File: src/design/bcdc_pkg.sv
// ----------------------------------------------------------------------------
// bcdc_pkg
// Shared types and constants of the ball color detector and classifier:
// field widths, mode and event codes, color codes and the color target table.
// ----------------------------------------------------------------------------
package bcdc_pkg;

    // Width of one sensor field on the stream and of the bits used from it
    localparam int LEVEL_W      = 16;
    localparam int CHANNEL_BITS = 16;

    // level * 100 needs seven more bits; the percentage is eight bits
    localparam int NUM_W  = CHANNEL_BITS + 7;
    localparam int PCT_W  = 8;
    localparam int HI_W   = NUM_W - PCT_W;

    // Configuration register widths and indexes
    localparam int THR_W   = 16;
    localparam int TOL_W   = 4;
    localparam int HITS_W  = 2;
    localparam int CFG_W   = 16;
    localparam int CFG_IDX_W = 2;

    localparam logic [CFG_IDX_W-1:0] REG_DETECT_THRESHOLD = 2'd0;
    localparam logic [CFG_IDX_W-1:0] REG_BAND_TOLERANCE   = 2'd1;
    localparam logic [CFG_IDX_W-1:0] REG_DETECT_HITS      = 2'd2;

    localparam logic [THR_W-1:0]  THRESHOLD_RESET = 16'd7000;
    localparam logic [TOL_W-1:0]  TOLERANCE_RESET = 4'd1;
    localparam logic [HITS_W-1:0] HITS_RESET      = 2'd2;

    // Result codes
    localparam int KIND_W  = 2;
    localparam int COLOR_W = 3;

    localparam logic [KIND_W-1:0] EV_NONE       = 2'd0;
    localparam logic [KIND_W-1:0] EV_CLASSIFIED = 2'd1;
    localparam logic [KIND_W-1:0] EV_GONE       = 2'd2;

    localparam logic [COLOR_W-1:0] COLOR_NONE = 3'd0;
    localparam logic [COLOR_W-1:0] COLOR_LAST = 3'd6;

    localparam logic [PCT_W-1:0] PCT_SAT = 8'd255;

    // Color targets as (red %, green %, blue %), in priority order:
    // red, orange, yellow, green, blue, pink
    localparam int NUM_COLORS = 6;
    localparam logic [PCT_W-1:0] COLOR_TARGET [NUM_COLORS][3] = '{
        '{8'd60, 8'd19, 8'd17},
        '{8'd58, 8'd22, 8'd14},
        '{8'd43, 8'd36, 8'd14},
        '{8'd30, 8'd44, 8'd17},
        '{8'd13, 8'd32, 8'd48},
        '{8'd48, 8'd22, 8'd26}
    };

    typedef enum logic [1:0] {
        MODE_WAIT     = 2'd0,
        MODE_DETECTED = 2'd1,
        MODE_DEPOSIT  = 2'd2
    } mode_t;

    typedef enum logic [1:0] {
        ST_IDLE  = 2'd0,
        ST_LOAD  = 2'd1,
        ST_DIV   = 2'd2,
        ST_MATCH = 2'd3
    } state_t;

endpackage

File: src/design/ball_color_detect_classifier.sv
// ----------------------------------------------------------------------------
// ball_color_detect_classifier
// Counts bright samples to detect a ball, classifies its color from the
// red/green/blue percentages of the clear level, then waits for it to leave.
// ----------------------------------------------------------------------------
//
//   Channel   Direction  Handshake                     Content
//   s_axis    in         s_axis_tvalid/s_axis_tready   clear, red, green, blue
//   m_axis    out        m_axis_tvalid/m_axis_tready   event kind, ball color
//   cfg       in         cfg_wr_en (no wait)           threshold, tolerance, hits
//
// A sample in the waiting or depositing mode, or with a zero clear level in
// the detected mode, gives its result in the cycle after it is accepted.
// A sample to classify runs its three percentages one after the other through
// one restoring divider, each with a load step and eight quotient bits; then
// the percentages are matched against the color targets.
// A channel whose percentage saturates skips its quotient steps.
// Reset leaves the block waiting with the hit count at zero.
// The block holds off new requests while the result register is full and
// not being taken, and while a classification is in progress.

module ball_color_detect_classifier
    import bcdc_pkg::*;
(
    input  logic                 clk,
    input  logic                 rst_n,

    input  logic                 s_axis_tvalid,
    output logic                 s_axis_tready,
    // clear_level[15:0], red_level[31:16], green_level[47:32], blue_level[63:48]
    input  logic [4*LEVEL_W-1:0] s_axis_tdata,

    output logic                 m_axis_tvalid,
    input  logic                 m_axis_tready,
    // ball_color[2:0], zeros[7:3]
    output logic [7:0]           m_axis_tdata,
    // event_kind[1:0]
    output logic [KIND_W-1:0]    m_axis_tuser,

    input  logic                 cfg_wr_en,
    input  logic [CFG_IDX_W-1:0] cfg_index,
    input  logic [CFG_W-1:0]     cfg_wdata
);

    // Control state
    state_t              state_reg, state_next;
    mode_t               mode_reg, mode_next;
    logic [HITS_W-1:0]   hit_count_reg, hit_count_next;
    logic [1:0]          ch_reg, ch_next;
    logic [2:0]          cnt_reg, cnt_next;
    logic                out_valid_reg, out_valid_next;

    // Configuration
    logic [THR_W-1:0]    thr_reg;
    logic [TOL_W-1:0]    tol_reg;
    logic [HITS_W-1:0]   hits_reg;

    // Payload
    logic [CHANNEL_BITS-1:0] clear_reg, clear_next;
    logic [CHANNEL_BITS-1:0] lvl_reg [3];
    logic [CHANNEL_BITS-1:0] lvl_next [3];
    logic [PCT_W-1:0]        pct_reg [3];
    logic [PCT_W-1:0]        pct_next [3];
    logic [CHANNEL_BITS-1:0] rem_reg, rem_next;
    logic [PCT_W-1:0]        sh_reg, sh_next;
    logic [KIND_W-1:0]       kind_reg, kind_next;
    logic [COLOR_W-1:0]      color_reg, color_next;

    // Datapath helpers
    logic                    slot_free;
    logic                    in_fire;
    logic [CHANNEL_BITS-1:0] in_clear;
    logic [HITS_W-1:0]       hits_inc;
    logic [NUM_W-1:0]        num;
    logic [HI_W-1:0]         num_hi;
    logic                    num_sat;
    logic [CHANNEL_BITS:0]   trial;
    logic                    qbit;
    logic [PCT_W-1:0]        sh_step;
    logic [NUM_COLORS-1:0]   color_hit;
    logic [COLOR_W-1:0]      match_color;

    function automatic logic in_band(input logic [PCT_W-1:0] pct,
                                     input logic [PCT_W-1:0] target,
                                     input logic [TOL_W-1:0] tol);
        logic [PCT_W:0] lo_sum;
        logic [PCT_W:0] hi_sum;
        lo_sum = {1'b0, pct} + (PCT_W+1)'(tol);
        hi_sum = {1'b0, target} + (PCT_W+1)'(tol);
        return (lo_sum >= {1'b0, target}) && ({1'b0, pct} <= hi_sum);
    endfunction

    assign slot_free     = !out_valid_reg || m_axis_tready;
    assign s_axis_tready = (state_reg == ST_IDLE) && slot_free;
    assign in_fire       = s_axis_tvalid && s_axis_tready;
    assign in_clear      = s_axis_tdata[CHANNEL_BITS-1:0];
    assign hits_inc      = hit_count_reg + HITS_W'(1);

    // Scale the current channel by 100 and test for a quotient of 256 or more
    always_comb
    begin
        num = (NUM_W'(lvl_reg[ch_reg]) << 6) + (NUM_W'(lvl_reg[ch_reg]) << 5)
            + (NUM_W'(lvl_reg[ch_reg]) << 2);
        num_hi  = num[NUM_W-1:PCT_W];
        num_sat = {1'b0, num_hi} >= (HI_W+1)'(clear_reg);
    end

    // One restoring step: shift in the next numerator bit, subtract if it fits
    assign trial   = {rem_reg, sh_reg[PCT_W-1]};
    assign qbit    = trial >= {1'b0, clear_reg};
    assign sh_step = {sh_reg[PCT_W-2:0], qbit};

    // Test all targets, take the first that matches
    always_comb
    begin
        for (int k = 0; k < NUM_COLORS; k++) begin
            color_hit[k] = in_band(pct_reg[0], COLOR_TARGET[k][0], tol_reg)
                        && in_band(pct_reg[1], COLOR_TARGET[k][1], tol_reg)
                        && in_band(pct_reg[2], COLOR_TARGET[k][2], tol_reg);
        end
        match_color = COLOR_NONE;
        for (int k = NUM_COLORS - 1; k >= 0; k--) begin
            if (color_hit[k]) begin
                match_color = COLOR_W'(k + 1);
            end
        end
    end

    // Next state and datapath control
    always_comb
    begin
        state_next     = state_reg;
        mode_next      = mode_reg;
        hit_count_next = hit_count_reg;
        ch_next        = ch_reg;
        cnt_next       = cnt_reg;
        out_valid_next = out_valid_reg;
        clear_next     = clear_reg;
        lvl_next       = lvl_reg;
        pct_next       = pct_reg;
        rem_next       = rem_reg;
        sh_next        = sh_reg;
        kind_next      = kind_reg;
        color_next     = color_reg;

        // Drop the result once taken
        if (m_axis_tvalid && m_axis_tready) begin
            out_valid_next = 1'b0;
        end

        unique case (state_reg)
            ST_IDLE:
            begin
                if (in_fire) begin
                    clear_next  = in_clear;
                    lvl_next[0] = s_axis_tdata[LEVEL_W +: CHANNEL_BITS];
                    lvl_next[1] = s_axis_tdata[2*LEVEL_W +: CHANNEL_BITS];
                    lvl_next[2] = s_axis_tdata[3*LEVEL_W +: CHANNEL_BITS];
                    kind_next   = EV_NONE;
                    color_next  = COLOR_NONE;
                    unique case (mode_reg)
                        MODE_DETECTED:
                        begin
                            if (in_clear != '0) begin
                                ch_next    = 2'd0;
                                state_next = ST_LOAD;
                            end else begin
                                out_valid_next = 1'b1;
                            end
                        end
                        MODE_DEPOSIT:
                        begin
                            out_valid_next = 1'b1;
                            if (THR_W'(in_clear) <= thr_reg) begin
                                kind_next = EV_GONE;
                                mode_next = MODE_WAIT;
                            end
                        end
                        default:
                        begin
                            // Count bright samples; code 3 falls back to waiting
                            out_valid_next = 1'b1;
                            mode_next      = MODE_WAIT;
                            if (THR_W'(in_clear) >= thr_reg) begin
                                if (hits_inc >= hits_reg) begin
                                    hit_count_next = '0;
                                    mode_next      = MODE_DETECTED;
                                end else begin
                                    hit_count_next = hits_inc;
                                end
                            end
                        end
                    endcase
                end
            end

            ST_LOAD:
            begin
                if (num_sat) begin
                    pct_next[ch_reg] = PCT_SAT;
                    if (ch_reg == 2'd2) begin
                        state_next = ST_MATCH;
                    end else begin
                        ch_next = ch_reg + 2'd1;
                    end
                end else begin
                    rem_next   = CHANNEL_BITS'(num_hi);
                    sh_next    = num[PCT_W-1:0];
                    cnt_next   = '0;
                    state_next = ST_DIV;
                end
            end

            ST_DIV:
            begin
                rem_next = qbit ? CHANNEL_BITS'(trial - {1'b0, clear_reg})
                                : trial[CHANNEL_BITS-1:0];
                sh_next  = sh_step;
                cnt_next = cnt_reg + 3'd1;
                if (cnt_reg == 3'd7) begin
                    pct_next[ch_reg] = sh_step;
                    if (ch_reg == 2'd2) begin
                        state_next = ST_MATCH;
                    end else begin
                        ch_next    = ch_reg + 2'd1;
                        state_next = ST_LOAD;
                    end
                end
            end

            ST_MATCH:
            begin
                // Hold the verdict until the result register frees up
                if (slot_free) begin
                    out_valid_next = 1'b1;
                    state_next     = ST_IDLE;
                    if (match_color != COLOR_NONE) begin
                        kind_next  = EV_CLASSIFIED;
                        color_next = match_color;
                        mode_next  = MODE_DEPOSIT;
                    end else begin
                        kind_next  = EV_NONE;
                        color_next = COLOR_NONE;
                    end
                end
            end

            default:
            begin
                state_next = ST_IDLE;
            end
        endcase
    end

    // Control and configuration registers
    always_ff @(posedge clk or negedge rst_n)
    begin
        if (!rst_n) begin
            state_reg     <= ST_IDLE;
            mode_reg      <= MODE_WAIT;
            hit_count_reg <= '0;
            ch_reg        <= '0;
            cnt_reg       <= '0;
            out_valid_reg <= 1'b0;
            thr_reg       <= THRESHOLD_RESET;
            tol_reg       <= TOLERANCE_RESET;
            hits_reg      <= HITS_RESET;
        end else begin
            state_reg     <= state_next;
            mode_reg      <= mode_next;
            hit_count_reg <= hit_count_next;
            ch_reg        <= ch_next;
            cnt_reg       <= cnt_next;
            out_valid_reg <= out_valid_next;
            if (cfg_wr_en) begin
                unique case (cfg_index)
                    REG_DETECT_THRESHOLD: thr_reg  <= cfg_wdata[THR_W-1:0];
                    REG_BAND_TOLERANCE:   tol_reg  <= cfg_wdata[TOL_W-1:0];
                    REG_DETECT_HITS:      hits_reg <= cfg_wdata[HITS_W-1:0];
                    default: ;
                endcase
            end
        end
    end

    // Payload registers
    always_ff @(posedge clk)
    begin
        clear_reg <= clear_next;
        lvl_reg   <= lvl_next;
        pct_reg   <= pct_next;
        rem_reg   <= rem_next;
        sh_reg    <= sh_next;
        kind_reg  <= kind_next;
        color_reg <= color_next;
    end

    assign m_axis_tvalid = out_valid_reg;
    assign m_axis_tuser  = kind_reg;
    assign m_axis_tdata  = {5'd0, color_reg};

endmodule

File: config.mk
export PLATFORM = sky130hd
export DESIGN_NAME = ball_color_detect_classifier
export DESIGN_NICKNAME = d
export VERILOG_FILES = /design/src/design/bcdc_pkg.sv /design/src/design/ball_color_detect_classifier.sv
export SDC_FILE = /design/constraint.sdc
export NUM_CORES = 1
export LEC_CHECK = 0
export BUFFER_PORTS_ARGS = -buffer_cell sky130_fd_sc_hd__buf_4
export CAP_MARGIN = 20
export CORE_ASPECT_RATIO = 1.2
export CORE_UTILIZATION = 57
export CTS_CLUSTER_SIZE = 24
export DETAILED_ROUTE_END_ITERATION = 10
export GPL_TIMING_DRIVEN = 0
export PLACE_DENSITY = 0.73
export SYNTH_ARGS = -nofsm -noshare
export SYNTH_HDL_FRONTEND = slang
export SYNTH_SLANG_ARGS = --single-unit
File: constraint.sdc
create_clock -name clk -period 17.2 [get_ports clk]
set_input_delay 2.58 -clock clk [delete_from_list [all_inputs] [get_ports clk]]
set_output_delay 2.58 -clock clk [all_outputs]
set_load 0.1 [all_outputs]
==> Word level (Yosys, flattened, before mapping) <==
Cells that the tools add are included.
{ "op_classes": {"add_sub_neg": 23, "mul": 0, "div_mod_pow": 0, "n_lt_le_gt_ge": 37, "n_eq_ne": 20, "n_shift": 0, "mux": 63, "n_bitwise": 3, "reduce_logical": 52} }
{ "ops": {"columns": ["op", "n"], "rows": [
  ["$ge A9 B6 Y1 const B", 8],
  ["$mux W16", 4],
  ["$le A8 B7 Y1", 7],
  ["$add A6 B4 Y7 const A", 7],
  ["$mux W24", 2],
  ["$pmux W24 S2", 1],
  ["$mux W2", 23],
  ["$ge A9 B5 Y1 const B", 5],
  ["$le A8 B6 Y1", 5],
  ["$bmux W16 S2", 1],
  ["$pmux W16 S2", 1],
  ["$logic_and A1 B1 Y1", 31],
  ["$add A5 B4 Y6 const A", 5],
  ["$mux W3", 10],
  ["$add A8 B4 Y9", 3],
  ["$bwmux W24", 1],
  ["$or A24 B24 Y24", 1],
  ["$add A22 B21 Y23", 1],
  ["$add A23 B18 Y23", 1],
  ["$ge A9 B4 Y1 const B", 2],
  ["$reduce_and A6 Y1", 3],
  ["$ge A17 B16 Y1", 1],
  ["$demux W8 S2", 1],
  ["$ge A15 B16 Y1", 1],
  ["37 further kinds", 73]
]} }
{ "word_totals": {"ff_bits": 151, "latch_bits": 0, "ramBits": 0, "romBits": 0, "in_bits": 87, "output_inout_bits": 12, "elab_cells": 218, "mem_count": 0} }

==> Logic depth before layout (Yosys ltp) <==
{ "logic_depth": {"depth_word": 15, "mapped_depth": 27, "mapped_depth_nobuf": 26} }

==> Worst setup path after synthesis <==
OpenSTA, ideal clock, no wires.
{ "synth_path": {"kind": "register -> register", "from": "reg ch_reg[0]", "to": "reg rem_reg[0], enable pin", "setup_time_ns": 0.379, "arrival_time_ns": 5.725, "required_time_ns": 16.821, "setup_slack_ns": 11.096, "path_stages_with_launch": 23, "path_buffers": 2, "period_less_slack_ns": 6.104, "path_cell_list": "dfrtp_1 clkbuf_1 clkbuf_1 mux2i_1 o21ai_0 fa_1 ha_1 nor2b_1 o21ai_0 a21oi_1 o21ai_0 o2111ai_1 a21o_1 a21o_1 ha_1 nand4_1 nor2_1 o311ai_0 nand2_1 a211oi_1 nand2b_1 o21ai_0 inv_1"} }
{ "synth_via": {"elab_chain_len": 9} }
{ "synth_rtl": {"columns": ["element", "line_no", "rtl"], "rows": [
  ["from (decl)", "ball_color_detect_classifier.sv:49", "logic [1:0] ch_reg, ch_next;"],
  ["from (signal assigned)", "ball_color_detect_classifier.sv:272", "ch_reg <= ch_next;"],
  ["$not A2 Y3 (not written as such) *", "ball_color_detect_classifier.sv:102, ball_color_detect_classifier.sv:103", null],
  ["$bmux W16 S2 *", "ball_color_detect_classifier.sv:102, ball_color_detect_classifier.sv:103", null],
  ["$mux W16 (not written as such) * (2 in series)", "ball_color_detect_classifier.sv:102, ball_color_detect_classifier.sv:103", null],
  ["$add A22 B21 Y23", "ball_color_detect_classifier.sv:102", "num = (NUM_W'(lvl_reg[ch_reg]) << 6) + (NUM_W'(lvl_reg[ch_reg]) << 5)"],
  ["$add A23 B18 Y23 *", "ball_color_detect_classifier.sv:103", "+ (NUM_W'(lvl_reg[ch_reg]) << 2);"],
  ["$ge A15 B16 Y1 *", "ball_color_detect_classifier.sv:105", "num_sat = {1'b0, num_hi} >= (HI_W+1)'(clear_reg);"],
  ["$ne A2 B2 Y1 (no line) *", null, null],
  ["$reduce_and A2 Y1 (no line) *", null, null],
  ["to (signal assigned)", "ball_color_detect_classifier.sv:292", "rem_reg <= rem_next;"],
  ["to (decl)", "ball_color_detect_classifier.sv:64", "logic [CHANNEL_BITS-1:0] rem_reg, rem_next;"]
]} }
Every way passes the cells marked *; elsewhere a longest branch is shown, timed or not. The select of a mux whose other input is x is not followed.
A chain may end at the register's enable or synchronous reset.

==> Worst setup path in the final report <==
{ "layout_path": {"from": "reg ch_reg[0]", "to": "reg rem_reg[13], enable pin"} }
Same word-level chain as after synthesis.

==> summary.md <==
| Metric | Value |
|---|---|
| Worst slew pin tran | `0.997 ns` |
| Max-cap violations | `0` |
| Required @ worst endpoint | `17.23 ns` |
| Final non-filler cell total | `between 1500 and 2000` |
| Most common cell after layout, fill and taps aside | `ha_1` |
| DIE AREA | `21300 µm²` |
| Worst hold margin | `0.500 ns` |
| Global placement routability congestion | `a little over 0.9` |
| CTS tree | `done` |
| Placed cell count | `1583` |
| WL final | `around 29000 µm` |
| Vias in the first global route | `9478` |
| CTS max path bufs | `2` |
| Wire length per cell | `17.8 µm` |
| Setup repair bufs after CTS | `0` |
| Post_cts resized | `0` |
| Layout cells sized above 1 | `0.128` |
| Max reg flops | `48` |
| Setup crit start kind | `register` |
| EDFF count, synth | `117` |
| DRT antenna net count | `0` |
| Root buffer cell | `clkbuf_16` |
| Most frequent cells in the layout | `168 x ha_1, 117 x edfxtp_1, 112 x nand2_1, 103 x o21ai_0, 98 x buf_4` |
| GRT Util Overall | `0.275` |
| RSZ-0062 raised after global routing | `false` |
| Async SR Flop Fraction | `0.225` |
| Global-route wire length before repair | `46500 µm` |
| CP endpoint kind | `register` |
| IO Pins | `roughly 100` |
| Nets | `1609` |
| Initial core utilization | `0.584` |
| Vias | `9490` |
| # diodes | `0` |
| Slew Viols, Final | `0` |
| TNS Setup | `0 ns` |
| CTS Buf Count | `17` |
| Pre-antenna DRT Iters | `5` |
| CTS sink count | `151` |
| Synth Warn # | `0` |
| # DRC | `0` |
| I/O Buffers | `between 90 and 100` |
| Post-synthesis cell type count | `80` |
| Fin crit share | `0.448` |
| Core area | `approximately 20000 µm²` |
| Hold WC Path Type | `register to register` |
| Maximum clock rate | `130 MHz` |
| Min Tclk post-route | `7.70 ns` |
| Area Overhead vs Synth | `13.8%` |
| Post-synth top flop | `edfxtp_1` |
| HPWL Detailed | `around 22000 µm` |
| CTS HTree Levels | `4` |
| Drt initial violations | `488` |
| Outcome | `finished, final reports clean` |
| Max Fanout on Critical Path | `24` |
| Critical path class | `register to register` |
| Setup ws final | `9.50 ns` |
| GR Overflow Total | `0` |
| Final setup fails | `0` |
| Worst skew pair latency | `0.42 ns` |
| DP Worst Slack | `around 9.5 ns` |
| CP Data Arrival Time | `7.74 ns` |
| Clk_skew | `0.0136 ns` |
| Mapped Cells | `1220` |
| Mapped Avg Cell Area | `9.69 µm²` |
| Antenna violations before repair | `0` |
| Slew margin rel. | `0.335` |
| Pin count of the biggest net entering global routing | `45` |
| Seq cells post-synth | `around 150` |
| Mapped Area | `11800 µm²` |
| Hold_buf cts | `0` |
| Sequential-to-total area share from yosys stat | `0.370` |
| Die Y | `160 µm` |
| Final Hold Fails | `0` |
| Die width | `133 µm` |
| Via density per instance | `between 5 and 6` |
| FP Rows | `57` |
| CTS clk-pin slew, worst paths | `0.06 ns` |
[cell usage after synthesis (18+ instances only)]
library cell / count / area (µm²)
a21o_1: 24 / 180
a21oi_1: 91 / 455
clkbuf_1: 27 / 101
dfrtp_1: 25 / 626
edfxtp_1: 117 / 3510
ha_1: 168 / 2100
inv_1: 94 / 353
mux2i_1: 23 / 230
nand2_1: 112 / 420
nand2b_1: 22 / 138
nand3_1: 20 / 100
nor2_1: 87 / 327
nor2b_1: 21 / 131
nor3_1: 18 / 90.1
o21ai_0: 103 / 515
xnor2_1: 31 / 272
[area by class of cell]
class	instances	area, µm²
Buffer	36	158
Clock inverter	15	143
Sequential cell	151	4380
Multi-Input combinational cell	942	6950
Fill cell	1669	6800
Inverter	95	357
Timing Repair Buffer	94	718
Tap cell	265	332
Clock buffer	17	425
[cells by family after synthesis]
kind of cell,share of synthesized area
simple gates,0.140
compound gates,0.174
fa+ha+maj,0.207
flops,0.370
buf+inv,0.0435
xor+xnor,0.0311
mux,0.0347
other cells,0.000317
[per-layer routing]
layer  GRT usage  up-vias  wire (µm)
li1            -     4669          -
met1       0.321     4566      11900
met2       0.498      184      14900
met3      0.0279       71        661
met4       0.137        0       1320
met5           0        -          0
[worst paths after layout]
check                           start     endpoint  slack, ns  cells after the start
min                        cnt_reg[2]   cnt_reg[2]       0.50                      1
min reg2reg                cnt_reg[2]   cnt_reg[2]       0.50                      1
max in group asynchronous       rst_n   thr_reg[3]      14.72                      1
min in group asynchronous       rst_n  thr_reg[14]       2.12                      1
max reg2reg                 ch_reg[0]  rem_reg[13]       9.50                     23
max                         ch_reg[0]  rem_reg[13]       9.50                     23
[worst max-delay path, stage by stage, from the launching register on]
cell,delay [ns]
dfrtp_1,0.35
clkbuf_1,0.52
clkbuf_1,0.61
mux2i_1,0.17
o21ai_0,0.57
fa_1,0.52
ha_1,0.35
o21ai_0,0.13
o21ai_0,0.20
a31oi_1,0.18
o21ai_0,0.37
nand2_1,0.10
a21oi_1,0.24
a31oi_1,0.14
xnor2_1,0.30
ha_1,0.31
nand4_1,0.13
nor2_1,0.09
o311ai_0,0.10
nand2_1,0.14
a211oi_1,0.59
nand2b_1,0.28
o21ai_0,0.16
inv_1,0.77
[stage by stage]
| step | instance area, µm² | utilization |
|---|---|---|
| after global routing | 13500 | 0.664 |
| after floorplan | 11800 | - |
| after global placement | 12900 | 0.635 |
| after detailed placement | 12900 | 0.636 |
| after CTS | 13500 | 0.664 |
| final | 13500 | 0.664 |
Power is left out: the tool's default activity adds up to more than one toggle a clock period on the data nets, which glitch-free logic cannot reach.
